[src/rtl/core/lbp_pkg.sv]
// Package for the 3x3 local binary pattern operator: sizes, register
// indexes and the position record passed from the counters to the datapath.
// No dependencies.
package lbp_pkg;

  localparam int MAX_WIDTH  = 1024;
  localparam int MAX_HEIGHT = 4096;

  localparam int PIX_W  = 8;
  localparam int COL_W  = $clog2(MAX_WIDTH);
  localparam int ROW_W  = $clog2(MAX_HEIGHT);
  localparam int FW_W   = 11;
  localparam int FH_W   = 13;
  localparam int CFG_IDX_W  = 1;
  localparam int CFG_DATA_W = 13;
  localparam int LINE_W = 2 * PIX_W;

  localparam logic [CFG_IDX_W-1:0] REG_FRAME_WIDTH  = 1'd0;
  localparam logic [CFG_IDX_W-1:0] REG_FRAME_HEIGHT = 1'd1;

  localparam logic [FW_W-1:0] FRAME_WIDTH_RESET  = 11'd202;
  localparam logic [FH_W-1:0] FRAME_HEIGHT_RESET = 13'd202;

  // Where the accepted item sits in the frame
  typedef struct packed {
    logic             emit;
    logic             eof;
    logic [COL_W-1:0] col;
  } pos_t;

endpackage

[src/rtl/core/lbp_pos.sv]
// Row and column counters for the pixel stream, with frame geometry clamping.
// Depends on lbp_pkg.
module lbp_pos (
  input  logic                      clk,
  input  logic                      rst,
  input  logic                      accept,
  input  logic                      frame_start,
  input  logic [lbp_pkg::FW_W-1:0]  frame_width,
  input  logic [lbp_pkg::FH_W-1:0]  frame_height,
  output lbp_pkg::pos_t             pos
);

  logic [lbp_pkg::COL_W-1:0] column_count, column_count_next;
  logic [lbp_pkg::ROW_W-1:0] row_count, row_count_next;
  logic [lbp_pkg::COL_W-1:0] col_eff;
  logic [lbp_pkg::ROW_W-1:0] row_eff;
  logic [lbp_pkg::FW_W-1:0]  w_eff, col_inc;
  logic [lbp_pkg::FH_W-1:0]  h_eff, row_inc;

  // Clamp geometry to the supported range
  always_comb begin
    if (frame_width < lbp_pkg::FW_W'(3)) begin
      w_eff = lbp_pkg::FW_W'(3);
    end else if (frame_width > lbp_pkg::FW_W'(lbp_pkg::MAX_WIDTH)) begin
      w_eff = lbp_pkg::FW_W'(lbp_pkg::MAX_WIDTH);
    end else begin
      w_eff = frame_width;
    end
    if (frame_height < lbp_pkg::FH_W'(3)) begin
      h_eff = lbp_pkg::FH_W'(3);
    end else if (frame_height > lbp_pkg::FH_W'(lbp_pkg::MAX_HEIGHT)) begin
      h_eff = lbp_pkg::FH_W'(lbp_pkg::MAX_HEIGHT);
    end else begin
      h_eff = frame_height;
    end
  end

  // Position of the current item and the counts after it
  always_comb begin
    col_eff = frame_start ? '0 : column_count;
    row_eff = frame_start ? '0 : row_count;
    col_inc = {1'b0, col_eff} + lbp_pkg::FW_W'(1);
    row_inc = {1'b0, row_eff} + lbp_pkg::FH_W'(1);

    pos.col  = col_eff;
    pos.emit = (row_eff >= lbp_pkg::ROW_W'(2)) && (col_eff >= lbp_pkg::COL_W'(2));
    pos.eof  = (row_inc == h_eff) && (col_inc == w_eff);

    if (col_inc >= w_eff) begin
      column_count_next = '0;
      row_count_next    = (row_inc >= h_eff) ? '0 : row_inc[lbp_pkg::ROW_W-1:0];
    end else begin
      column_count_next = col_inc[lbp_pkg::COL_W-1:0];
      row_count_next    = row_eff;
    end
  end

  // Advance on every accepted item
  always_ff @(posedge clk) begin
    if (rst) begin
      column_count <= '0;
      row_count    <= '0;
    end else if (accept) begin
      column_count <= column_count_next;
      row_count    <= row_count_next;
    end
  end

endmodule

[config.mk]
export PLATFORM = sky130hd
export DESIGN_NAME = lbp_pos
export DESIGN_NICKNAME = d
export VERILOG_FILES = /design/src/rtl/core/lbp_pkg.sv /design/src/rtl/core/lbp_pos.sv
export SDC_FILE = /design/constraint.sdc
export NUM_CORES = 1
export LEC_CHECK = 0
export ABC_CLOCK_PERIOD_IN_PS = 2700
export BUFFER_PORTS_ARGS = -buffer_cell sky130_fd_sc_hd__buf_2
export CAP_MARGIN = 25
export CORE_MARGIN = 5
export CORE_UTILIZATION = 41
export CTS_CLUSTER_SIZE = 16
export DETAILED_ROUTE_END_ITERATION = 10
export HOLD_SLACK_MARGIN = 0.15
export PLACE_DENSITY_LB_ADDON = 0.08
export SKIP_CTS_REPAIR_TIMING = 1
export SYNTH_ARGS = -nofsm -noshare
export SYNTH_HDL_FRONTEND = slang
export SYNTH_SLANG_ARGS = --single-unit
[constraint.sdc]
create_clock -name clk -period 2.7 [get_ports clk]
set_input_delay 0.27 -clock clk [delete_from_list [all_inputs] [get_ports clk]]
set_output_delay 0.27 -clock clk [all_outputs]
set_load 0.03 [all_outputs]
==> results_dict.tcl <==
set metrics [dict create \
    status "complete, but fails checks" \
    violations "setup timing" \
    final_util_pct 62.04 \
    grt_max_degree 19 \
    ios 40 \
    leakage_uw 0.001497 \
    cp_max_fo 3 \
    route.detailed.drc 0 \
    hpwl_mm 4.523 \
    clock_sinks 22 \
    period_needed_ps 2956 \
    fin_crit_sh_pct 109.5 \
    reg2reg_depth 14 \
    dr_wl_met2_mm 3.065 \
    async_flop_share_pct 0 \
    cts_max_level 1 \
    dieWidth_um 79.81 \
    fmax_ghz 0.3383 \
    cpPeakStageDelay_ps 320 \
    reg2reg_to "row_count[0]$_SDFFE_PP0P_" \
    fin_worst_skew_ps 5.194 \
    die_y_um 79.81 \
    port_buffers 39 \
    cts-buffers-inserted 3 \
    placed_area_um2 2736 \
    syn_area_um2 1998 \
    max_cap_viol_count 0 \
    hold_viol_final 0 \
    grt_first_pass_wirelength_mm 8.970 \
    tightest_slew_ps 409.2 \
    top_layer "met4" \
    gr-total-overflow 0 \
    place_inst 401 \
    end_kind "output pin" \
    worstPathRequired_ps 2430 \
    powerDensity_nw_per_um2 272.8 \
    max-vdd-ir-drop_mv 0.3029 \
    num_vias 2118 \
    r2r_start "column_count[1]$_SDFFE_PP0P_" \
    antenna_found_initial 0 \
    max-slew-margin-rel_pct 72.47 \
    critPathArrivalTime_ps 2690 \
    yosys_warnings 0 \
    yosys.area.top_type "dfxtp_1" \
    clockBufferDepth 2 \
    fp.coreArea_um2 4723 \
    insertion_delay_ps 270 \
    grt_setup_unrepaired "yes" \
    layout_common_cells "buf_4 (59), buf_2 (38), nand2_1 (33)" \
    track_usage_pct 17.70 \
    drt_iter0_drc 51 \
    wl_met1_mm 2.521 \
    final_cell_count_no_fill 409 \
    hold_path.class "flip-flop to flip-flop" \
    ys_ff_latch 22 \
    hold_start "column_count[0]$_SDFFE_PP0P_" \
    via_per_inst 5.178 \
    firstDrtPassIters 4 \
    synth.distinct_cells 46 \
    min_to "column_count[0]$_SDFFE_PP0P_" \
    syn_nets 298 \
    final_area_um2 2930 \
    rows 25 \
    start_kind "flip-flop" \
    clock-root-buffer "clkbuf_8" \
    synthFlopType "dfxtp_1" \
    holdPathStages 2 \
    finalSetupViolCount 21 \
    syn_area_per_cell_um2 8.257 \
    synth.area.top_cells "dfxtp_1 (22%), ha_1 (18%), nand2_1 (6.2%)" \
    setup_slack_ps -256.4 \
    synth_seq_area_share_pct 22.04 \
    die_area_um2 6370 \
    finalMaxSlewViolations 0 \
    postRouteAntennaNets 0 \
    final_common_cell "buf_4" \
    cp_slowest_cell "dfxtp_1" \
    drive_gt1_share_pct 37.43 \
    syn_to_final_growth_pct 46.65 \
    path_clk_slew_ps 80 \
    grt_pass1_vias 1968 \
    start_util_pct 42.30 \
    wl_per_cell_um 14.13 \
    cp_cell_sequence "and4_1 -> and2_1 -> and3_1 -> nor2b_1 -> o21a_1 -> ha_1 -> nand4_1 -> nor2_1 -> nand4_1 -> nor3_4 -> buf_6" \
    nets 399 \
    dp_slack_ps -326.1 \
    place.gp.congestion 0.8278 \
    path_class "flip-flop to output pin" \
    synth_top_area_share_pct 22.04 \
    holdWs_ps 470.7 \
    cpMostUsedCell "nand4_1" \
    reg2reg_slack_ps -70 \
    synth_cells 242 \
    synth_edf_count 0 \
    diodes 0 \
    drt-total-wl_mm 5.778 \
    cts_tree "yes" \
    wl_met3_um 181 \
]
[how the worst max path moves through the flow]
stage                                      start                   endpoint  slack, ps  cells past startpoint
detailed placement                   frame_start  row_count[0]$_SDFFE_PP0P_       -330                     14
global route        column_count[1]$_SDFFE_PP0P_                    pos[10]       -520                     12
floorplan                            frame_start  row_count[2]$_SDFFE_PP0P_       -210                     15
finish                 row_count[4]$_SDFFE_PP0P_                    pos[10]       -260                     11
global placement                     frame_start  row_count[1]$_SDFFE_PP0P_       -270                     12
CTS                 column_count[0]$_SDFFE_PP0P_                    pos[10]       -500                     12
[final cells by class]
class / instances / area (um^2)
Tap cell: 67 / 83.83
Sequential cell: 22 / 442.9
Clock inverter: 1 / 30.03
Fill cell: 444 / 1793
Multi-Input combinational cell: 204 / 1579
Timing Repair Buffer: 102 / 715.7
Inverter: 10 / 37.54
Clock buffer: 3 / 41.29
[sequential cells by signal, indices dropped and copies added, names as in the netlist]
signal and flops:
column_count 10, row_count 12
[metal layers]
layer / vias up / track usage, %
li1: 1098 / -
met1: 984 / 21.49
met2: 34 / 33.64
met3: 2 / 3.160
met4: 0 / 1.014
met5: - / 0
[kinds of logic (layout without fill, tap and decap cells)]
| group | Yosys count | count (layout) | share of synthesized area, % |
|---|---|---|---|
| AND/OR/NAND/NOR | 109 | 109 | 29.43 |
| AO/OA/AOI/OAI | 49 | 50 | 19.29 |
| adder cells (fa/ha/maj) | 28 | 28 | 17.53 |
| flip-flops | 22 | 22 | 22.04 |
| XOR/XNOR | 17 | 17 | 7.828 |
| buffers and inverters | 17 | 116 | 3.883 |
[worst max-delay path, delay by kind of cell (launching register included)]
kind / cells / cell delay (ps)
AO/OA/AOI/OAI: 1 / 200
adder cells (fa/ha/maj): 1 / 310
buffers and inverters: 1 / 150
flip-flops: 1 / 320
AND/OR/NAND/NOR: 8 / 1440
[cell usage after synthesis, types with 2 or more instances]
library cell and n:
a211oi_2 2, a21o_1 3, a21oi_1 12, a22o_1 11
a32o_1 9, and2_1 4, and2b_1 3, and3_1 4
and3_4 3, and4_1 2, buf_2 2, clkbuf_1 2
clkinv_1 2, dfxtp_1 22, ha_1 28, inv_1 8
nand2_1 33, nand2b_1 2, nand3_1 10, nand4_1 8
nor2_1 15, nor2b_1 10, nor3_1 2, nor4_1 8
o21ai_0 2, xnor2_1 3, xor2_1 13
[through the flow]
stage	total power, uW	setup TNS (ps)
global placement	482.3	-4385
global route	835.7	-6792
finish	799.3	-1147
detailed placement	483.9	-5493
floorplan	415.1	-3662
CTS	791.8	-4305
[power by group]
| group | total, uW | internal [uW] | leakage, uW | switching (uW) |
|---|---|---|---|---|
| clock | 309 | 198 | 0.0000357 | 111 |
| combinational | 161 | 77.7 | 0.00128 | 83.7 |
| sequential | 329 | 327 | 0.000178 | 1.64 |
(Power assumes the default switching activity.)
