<file path="config.mk">
export PLATFORM = sky130hd
export DESIGN_NAME = lbp_code
export DESIGN_NICKNAME = d
export VERILOG_FILES = /design/src/rtl/core/lbp_pkg.sv /design/src/rtl/core/lbp_code.sv
export SDC_FILE = /design/constraint.sdc
export NUM_CORES = 1
export LEC_CHECK = 0
export ABC_CLOCK_PERIOD_IN_PS = 1610
export BUFFER_PORTS_ARGS = -buffer_cell sky130_fd_sc_hd__clkbuf_2
export CORE_MARGIN = 4
export CORE_UTILIZATION = 45
export DETAILED_ROUTE_END_ITERATION = 7
export GPL_TIMING_DRIVEN = 0
export SLEW_MARGIN = 5
export SYNTH_ARGS = -nofsm -noshare
export SYNTH_HDL_FRONTEND = slang
export SYNTH_SLANG_ARGS = --single-unit
</file>
<file path="constraint.sdc">
create_clock -name clk -period 1.61 [get_ports clk]
set_clock_uncertainty 0.05 [all_clocks]
set_input_delay 0.2415 -clock clk [delete_from_list [all_inputs] [get_ports clk]]
set_output_delay 0.2415 -clock clk [all_outputs]
set_load 0.005 [all_outputs]
</file>
<file path="src/rtl/core/lbp_pkg.sv">
// Package for the 3x3 local binary pattern operator: sizes, register
// indexes and the position record passed from the counters to the datapath.
// No dependencies.
package lbp_pkg;

  localparam int MAX_WIDTH  = 1024;
  localparam int MAX_HEIGHT = 4096;

  localparam int PIX_W  = 8;
  localparam int COL_W  = $clog2(MAX_WIDTH);
  localparam int ROW_W  = $clog2(MAX_HEIGHT);
  localparam int FW_W   = 11;
  localparam int FH_W   = 13;
  localparam int CFG_IDX_W  = 1;
  localparam int CFG_DATA_W = 13;
  localparam int LINE_W = 2 * PIX_W;

  localparam logic [CFG_IDX_W-1:0] REG_FRAME_WIDTH  = 1'd0;
  localparam logic [CFG_IDX_W-1:0] REG_FRAME_HEIGHT = 1'd1;

  localparam logic [FW_W-1:0] FRAME_WIDTH_RESET  = 11'd202;
  localparam logic [FH_W-1:0] FRAME_HEIGHT_RESET = 13'd202;

  // Where the accepted item sits in the frame
  typedef struct packed {
    logic             emit;
    logic             eof;
    logic [COL_W-1:0] col;
  } pos_t;

endpackage

</file>
<file path="src/rtl/core/lbp_code.sv">
// 3x3 window columns and the 8-neighbour comparison that forms the code.
// Depends on lbp_pkg.
module lbp_code (
  input  logic                      clk,
  input  logic                      rst,
  input  logic                      shift,
  input  logic [lbp_pkg::PIX_W-1:0] top,
  input  logic [lbp_pkg::PIX_W-1:0] mid,
  input  logic [lbp_pkg::PIX_W-1:0] px,
  output logic [lbp_pkg::PIX_W-1:0] code
);

  // w1_*: column c-1, w2_*: column c-2
  logic [lbp_pkg::PIX_W-1:0] w1_top, w1_mid, w1_bot;
  logic [lbp_pkg::PIX_W-1:0] w2_top, w2_mid, w2_bot;

  // Shift the window one column per item
  always_ff @(posedge clk) begin
    if (rst) begin
      w1_top <= '0;
      w1_mid <= '0;
      w1_bot <= '0;
      w2_top <= '0;
      w2_mid <= '0;
      w2_bot <= '0;
    end else if (shift) begin
      w2_top <= w1_top;
      w2_mid <= w1_mid;
      w2_bot <= w1_bot;
      w1_top <= top;
      w1_mid <= mid;
      w1_bot <= px;
    end
  end

  // Compare neighbours against the center, clockwise from top-left
  always_comb begin
    code[7] = w2_top > w1_mid;
    code[6] = w1_top > w1_mid;
    code[5] = top    > w1_mid;
    code[4] = mid    > w1_mid;
    code[3] = px     > w1_mid;
    code[2] = w1_bot > w1_mid;
    code[1] = w2_bot > w1_mid;
    code[0] = w2_mid > w1_mid;
  end

endmodule

</file>
==> summary.md, run 1 <==
## Outcome
- **outcome** complete, but fails checks
- **failing checks** negative setup slack

## Synthesis
- **ranking of synthesized cells by instance count** 64 x ha_1, 48 x dfxtp_1, 48 x mux2i_1, 48 x nor2_1, 32 x a21oi_1
- **number of instances in the synthesized netlist** 322
- **Yosys warning total** 0
- **Unique masters post-synth** 17
- **share of flip-flops with an asynchronous set or reset after synthesis** 0
- **cell taking the most area after synthesis** dfxtp_1
- **number of enable-type register cells in the synthesized netlist** 0
- **cell types occupying the most area after synthesis** dfxtp_1 31%, ha_1 26%, mux2i_1 16%
- **syn nets** 413
- **cell area after technology mapping** 3100 sq um
- **number of flip-flops and latches in the synthesized netlist** 48
- **per-instance average area after synthesis** 9.62 sq um
- **most common cell in the synthesized netlist** ha_1
- **fraction of synthesized cell area taken by the top area cell type** 0.310
- **proportion of synthesized chip area in sequential cells** 0.310
- **Main synth FF type** dfxtp_1

## Layout
- **fillcell total** 562
- **final layout net count** 458
- **area overhead of the layout relative to synthesis** 25.8%
- **final antenna diode count** 0
- **final design instance area without fill** 3890 sq um
- **FF+latch area** 978 sq um
- **layout cell share with drive strength beyond 1** 0.269
- **post-layout instance count excluding filler cells** 445
- **area of the multi-input gates** 2310 sq um

## Drt
- **DR pass1 iterations** 4
- **number of nets with antenna violations after routing** 0
- **number of design-rule violations left by the first detailed-router iteration** 68
- **Residual DRC** 0
- **ratio of routed vias to standard cells** 5.53
- **routed vias** 2459
- **post-detailed-routing wire length** 7.44 mm
- **drt wl/cell** 16.7 um

## STA
- **Max Clock Freq** 496 MHz
- **setup repair after global routing missed its margin** yes
- **fin crit share** 1.25
- **slew margin rel.** 0.577
- **final setup slack of the worst path** -0.407 ns
- **Hold Fails Final Rpt** 0
- **measured slew at the worst slew-check pin** 0.635 ns
- **final slew viol count** 0
- **final-report setup violation count** 8
- **Fin Setup TNS** -2.88 ns
- **final critical path time including I/O delays and setup** 2.02 ns

## Place
- **routability-driven placement congestion ratio** 0.759
- **worst setup slack after placement** -0.255 ns
- **Buffers on Ports** 32
- **placed cell count** 431
- **detailed placement HPWL** 5.38 mm
- **placed cell areas** 3350 sq um

## Setup path
- **Worst Path Arrival** 1.73 ns
- **start-to-end type of the worst setup path** register to output port
- **critical path launch point type** register
- **WP data required** 1.32 ns
- **capturing element type of the critical path** output port
- **Critical Path Fanout Max** 8

## Clock tree
- **deepest clock path buffer count** 2
- **clock-pin slew on the worst setup and hold paths** 0.09 ns
- **H-tree lvl count** 2
- **Root Buffer Master** clkbuf_8
- **CTS tree** built
- **clock sinks** 48
- **insertion delay of the later-clocked pin in the worst-skew pair** 0.29 ns
- **number of CTS-inserted buffers** 5

## Die
- **Die Y** 91.0 um
- **x dimension of the die** 91.0 um
- **initial standard-cell utilization of the core** 0.474
- **row count** 29
- **number of top-level design ports** 35
- **Core Region** 6530 sq um
- **full die area** 8270 sq um

## GRT
- **final global-route overflow total** 0
- **global-route wire length before repair** 12.3 mm
- **all-layer global routing usage** 0.183
- **antenna violations before repair** 0
- **maximum number of pins on one net before global-route repair** 14
- **vias in the first global route** 2461

## Pwr
- **overall power after layout** 2870 uW
- **highest ir drop seen on vdd** 0.428 mV
- **leakage power** 0.00171 uW
- **power density cells** 736 nW/um^2

## Job
- **max cap viols** 0

## Min path
- **classification of the worst-slack hold path** input pin to register

==> logic make-up (layout without fill, tap and decap cells) <==
family / Yosys count / after routing / share of synthesized area
AO/OA/AOI/OAI: 56 / 56 / 0.107
buffers and inverters: 26 / 72 / 0.0529
multiplexers: 48 / 48 / 0.155
adder cells (fa/ha/maj): 64 / 64 / 0.259
flip-flops: 48 / 48 / 0.310
AND/OR/NAND/NOR: 80 / 80 / 0.116
==> final cells by class <==
class	count	share of cell area
Clock buffer	8	0.0231
Inverter	15	0.0209
Tap cell	77	0.0247
Sequential cell	48	0.251
Buffer	11	0.0276
Timing Repair Buffer	38	0.0591
Multi-Input combinational cell	248	0.593
==> report_power, final <==
part           leakage, uW  internal (uW)  switching [uW]
Combinational      0.00127            403             411
Sequential        0.000397           1240            60.7
Clock            0.0000455            351             399
==> flip-flops by register name (all words and copies together) (netlist names) <==
name    cells
w1_bot      8
w1_mid      8
w1_top      8
w2_bot      8
w2_mid      8
w2_top      8
==> routing by layer <==
metal / wire length [um] / track usage / up-vias
met3: 256 / 0.0339 / 6
met2: 3410 / 0.293 / 38
met5: 0 / 0 / -
met1: 3700 / 0.256 / 1149
met4: 73 / 0.0465 / 0
li1: - / - / 1266
==> worst paths after layout <==
path / to / slack [ns] / cells after the start / from
setup reg to reg: w1_mid[3] / 0.66 / 4 / w1_mid[3]
hold reg to reg: w2_mid[5] / 0.46 / 2 / w2_mid[5]
setup / recovery: code[7] / -0.41 / 7 / w1_mid[1]
hold / removal: w1_bot[5] / 0.15 / 3 / px[5]
==> critical path, cell delays in order (launching register included) <==
cell and delay, ns:
dfxtp_4 0.38, inv_8 0.07, ha_1 0.31, nor2b_1 0.14, o211ai_1 0.18, a21oi_2 0.07
o22a_1 0.17, clkbuf_2 0.11
==> repair_timing <==
item	in CTS	in global routing
setup buffers	5	1
pin swaps	4	12
gates cloned	0	0
resized for setup	35	31
hold buffers	0	0
setup endpoints to repair	8	8
==> stage by stage <==
step	hold slack (ns)	utilization
floorplan	0.339	-
global placement	0.425	0.513
detailed placement	0.437	0.513
CTS	0.151	0.564
global route	0.158	0.596
finish	0.152	0.596
==> cells in the final DEF (no fill, tap or decap) <==
cell type | netlist | layout
a21oi_1 | 32 | 26
a21oi_2 | 0 | 6
buf_12 | 3 | 5
buf_2 | 2 | 5
buf_4 | 2 | 6
buf_6 | 1 | 1
clkbuf_1 | 3 | 5
clkbuf_2 | 0 | 29
clkbuf_8 | 0 | 6
clkinvlp_4 | 0 | 2
dfxtp_1 | 48 | 40
dfxtp_2 | 0 | 5
dfxtp_4 | 0 | 3
ha_1 | 64 | 39
ha_4 | 0 | 25
inv_1 | 15 | 8
inv_2 | 0 | 1
inv_4 | 0 | 2
inv_6 | 0 | 1
inv_8 | 0 | 1
mux2i_1 | 48 | 48
nand2_1 | 8 | 8
nand4_1 | 16 | 16
nor2_1 | 48 | 48
nor2b_1 | 8 | 8
o211ai_1 | 8 | 8
o21ai_0 | 8 | 2
o21ai_1 | 0 | 5
o21ai_2 | 0 | 1
o22a_1 | 8 | 8
Power figures use the tool's default switching activity.
==> run 2: changes to the inputs <==
--- a/config.mk
+++ b/config.mk
@@ -11,6 +11,7 @@
 export CORE_UTILIZATION = 45
 export DETAILED_ROUTE_END_ITERATION = 7
 export GPL_TIMING_DRIVEN = 0
+export RECOVER_POWER = 25
 export SLEW_MARGIN = 5
 export SYNTH_ARGS = -nofsm -noshare
 export SYNTH_HDL_FRONTEND = slang
==> run 2 against run 1 <==
Net effect:
- the run still ends with negative setup slack left
- register-to-register slack is essentially flat
- maximum frequency is essentially flat
- clock power is essentially flat
- non-clock buffer count is the same
- highest routed layer unchanged
==> summary.md, run 2 (synthesis results as in run 1) <==
## STA
- **final-report setup violation count** 8, unchanged
- **fin crit share** 1.25, about the same
- **Max Clock Freq** 496 MHz, about the same
- **final critical path time including I/O delays and setup** 2.02 ns, -0.000524 ns
- **Hold Fails Final Rpt** 0, unchanged
- **measured slew at the worst slew-check pin** 0.878 ns, +0.243 ns
- **setup repair after global routing missed its margin** yes
- **slew margin rel.** 0.414, -0.162
- **final slew viol count** 0, unchanged
- **Fin Setup TNS** -2.91 ns, -0.0384 ns
- **final setup slack of the worst path** -0.406 ns, +0.000524 ns

## GRT
- **vias in the first global route** 2461, unchanged
- **maximum number of pins on one net before global-route repair** 14, unchanged
- **all-layer global routing usage** 0.183, unchanged
- **antenna violations before repair** 0, unchanged
- **global-route wire length before repair** 12.3 mm, unchanged
- **final global-route overflow total** 0, unchanged

## Die
- **initial standard-cell utilization of the core** 0.474, unchanged
- **row count** 29, unchanged
- **Die Y** 91.0 um, unchanged
- **x dimension of the die** 91.0 um, unchanged
- **Core Region** 6530 sq um, unchanged
- **full die area** 8270 sq um, unchanged
- **number of top-level design ports** 35, unchanged

## Layout
- **fillcell total** 565, +0.53%
- **final layout net count** 458, unchanged
- **area overhead of the layout relative to synthesis** 25.6%
- **final design instance area without fill** 3890 sq um, -0.13%
- **layout cell share with drive strength beyond 1** 0.264, -0.00543
- **final design utilization** 0.596, -0.000766
- **leading cell types in the layout, fill and taps excluded** 48 x mux2i_1, 48 x nor2_1, 41 x dfxtp_1, 39 x ha_1, 29 x clkbuf_2
- **final antenna diode count** 0, unchanged

## Drt
- **number of design-rule violations left by the first detailed-router iteration** 65, -4.4%
- **Residual DRC** 0, unchanged
- **routed vias** 2465, +0.24%
- **ratio of routed vias to standard cells** 5.54, +0.24%
- **drt wl/cell** 16.8 um, +0.17%
- **post-detailed-routing wire length** 7.46 mm, +0.17%
- **DR pass1 iterations** 4, unchanged
- **number of nets with antenna violations after routing** 0, unchanged

## Pwr
- **leakage power** 0.00171 uW, -0.23%
- **highest ir drop seen on vdd** 0.428 mV, about the same
- **overall power after layout** 2870 uW, about the same
- **power density cells** 737 nW/um^2, +0.15%

## Clock tree
- **H-tree lvl count** 2, unchanged
- **CTS tree** built
- **deepest clock path buffer count** 2, unchanged
- **clock-pin slew on the worst setup and hold paths** 0.09 ns, about the same
- **number of CTS-inserted buffers** 5, unchanged
- **number of hold-repair buffers added at the cts stage** 0, unchanged
- **insertion delay of the later-clocked pin in the worst-skew pair** 0.29 ns, about the same
- **clock sinks** 48, unchanged
- **Root Buffer Master** clkbuf_8

## Min path
- **classification of the worst-slack hold path** input pin to register

## Setup path
- **Critical Path Fanout Max** 8, unchanged
- **start-to-end type of the worst setup path** register to output port
- **critical path launch point type** register
- **capturing element type of the critical path** output port
- **Worst Path Arrival** 1.72 ns, about the same
- **WP data required** 1.32 ns, about the same

## Outcome
- **failing checks** negative setup slack
- **outcome** complete, but fails checks

## Place
- **routability-driven placement congestion ratio** 0.759, unchanged
- **detailed placement HPWL** 5.38 mm, unchanged
- **Buffers on Ports** 32, unchanged
- **placed cell areas** 3350 sq um, unchanged
- **worst setup slack after placement** -0.255 ns, unchanged

## Job
- **max cap viols** 0, unchanged

==> run 2: cell types whose count changed in the layout (fill, tap and decap cells not counted), sizes merged <==
cell / change
clkbuf: +1
buf: -1
==> run 2: what timing repair did <==
action	4_1_cts	5_1_grt
pin swaps	4	12
resized for setup	35	31
setup buffers	5	1
endpoints found under the setup margin	8	8
==> run 2: path summary, 6_finish.rpt <==
path | slack (ns) | endpoint | startpoint | cells past startpoint
setup reg to reg | 0.67 | w2_mid[3] | w1_mid[3] | 4
hold / removal | 0.15 | w1_bot[5] | px[5] | 3
hold reg to reg | 0.46 | w2_mid[5] | w2_mid[5] | 2
setup / recovery | -0.41 | code[7] | w1_mid[1] | 7
==> run 2: cell type report <==
cell class | count | area, sq um | area share
Multi-Input combinational cell | 248 | 2310 | 0.594
Sequential cell | 48 | 977 | 0.251
Timing Repair Buffer | 38 | 230 | 0.0592
Buffer | 11 | 104 | 0.0267
Tap cell | 77 | 96.3 | 0.0248
Clock buffer | 8 | 90.1 | 0.0232
Inverter | 15 | 81.3 | 0.0209
==> run 2: critical path, cell delays in order (launching register included) <==
cell and delay [ns]:
dfxtp_4 0.38, inv_8 0.07, ha_1 0.31, nor2b_1 0.14, o211ai_1 0.18, a21oi_2 0.07
o22a_1 0.17, clkbuf_2 0.11
==> run 2: where the power goes <==
part           internal (uW)  switching, uW  leakage [uW]
Clock                    351            401     0.0000455
Sequential              1240           60.8      0.000397
Combinational            402            411       0.00127
==> run 2: per-layer routing <==
metal  up-vias  routed length [um]  global-route usage
li1       1267                   -                   -
met1      1161                3760               0.256
met2        31                3420               0.293
met3         6                 201              0.0339
met4         0                  73              0.0465
met5         -                   0                   0
==> run 2: per-stage QoR <==
step,hold slack (ns),instances
floorplan,0.339,322
global placement,0.425,431
detailed placement,0.437,431
CTS,0.151,444
global route,0.158,445
finish,0.153,445
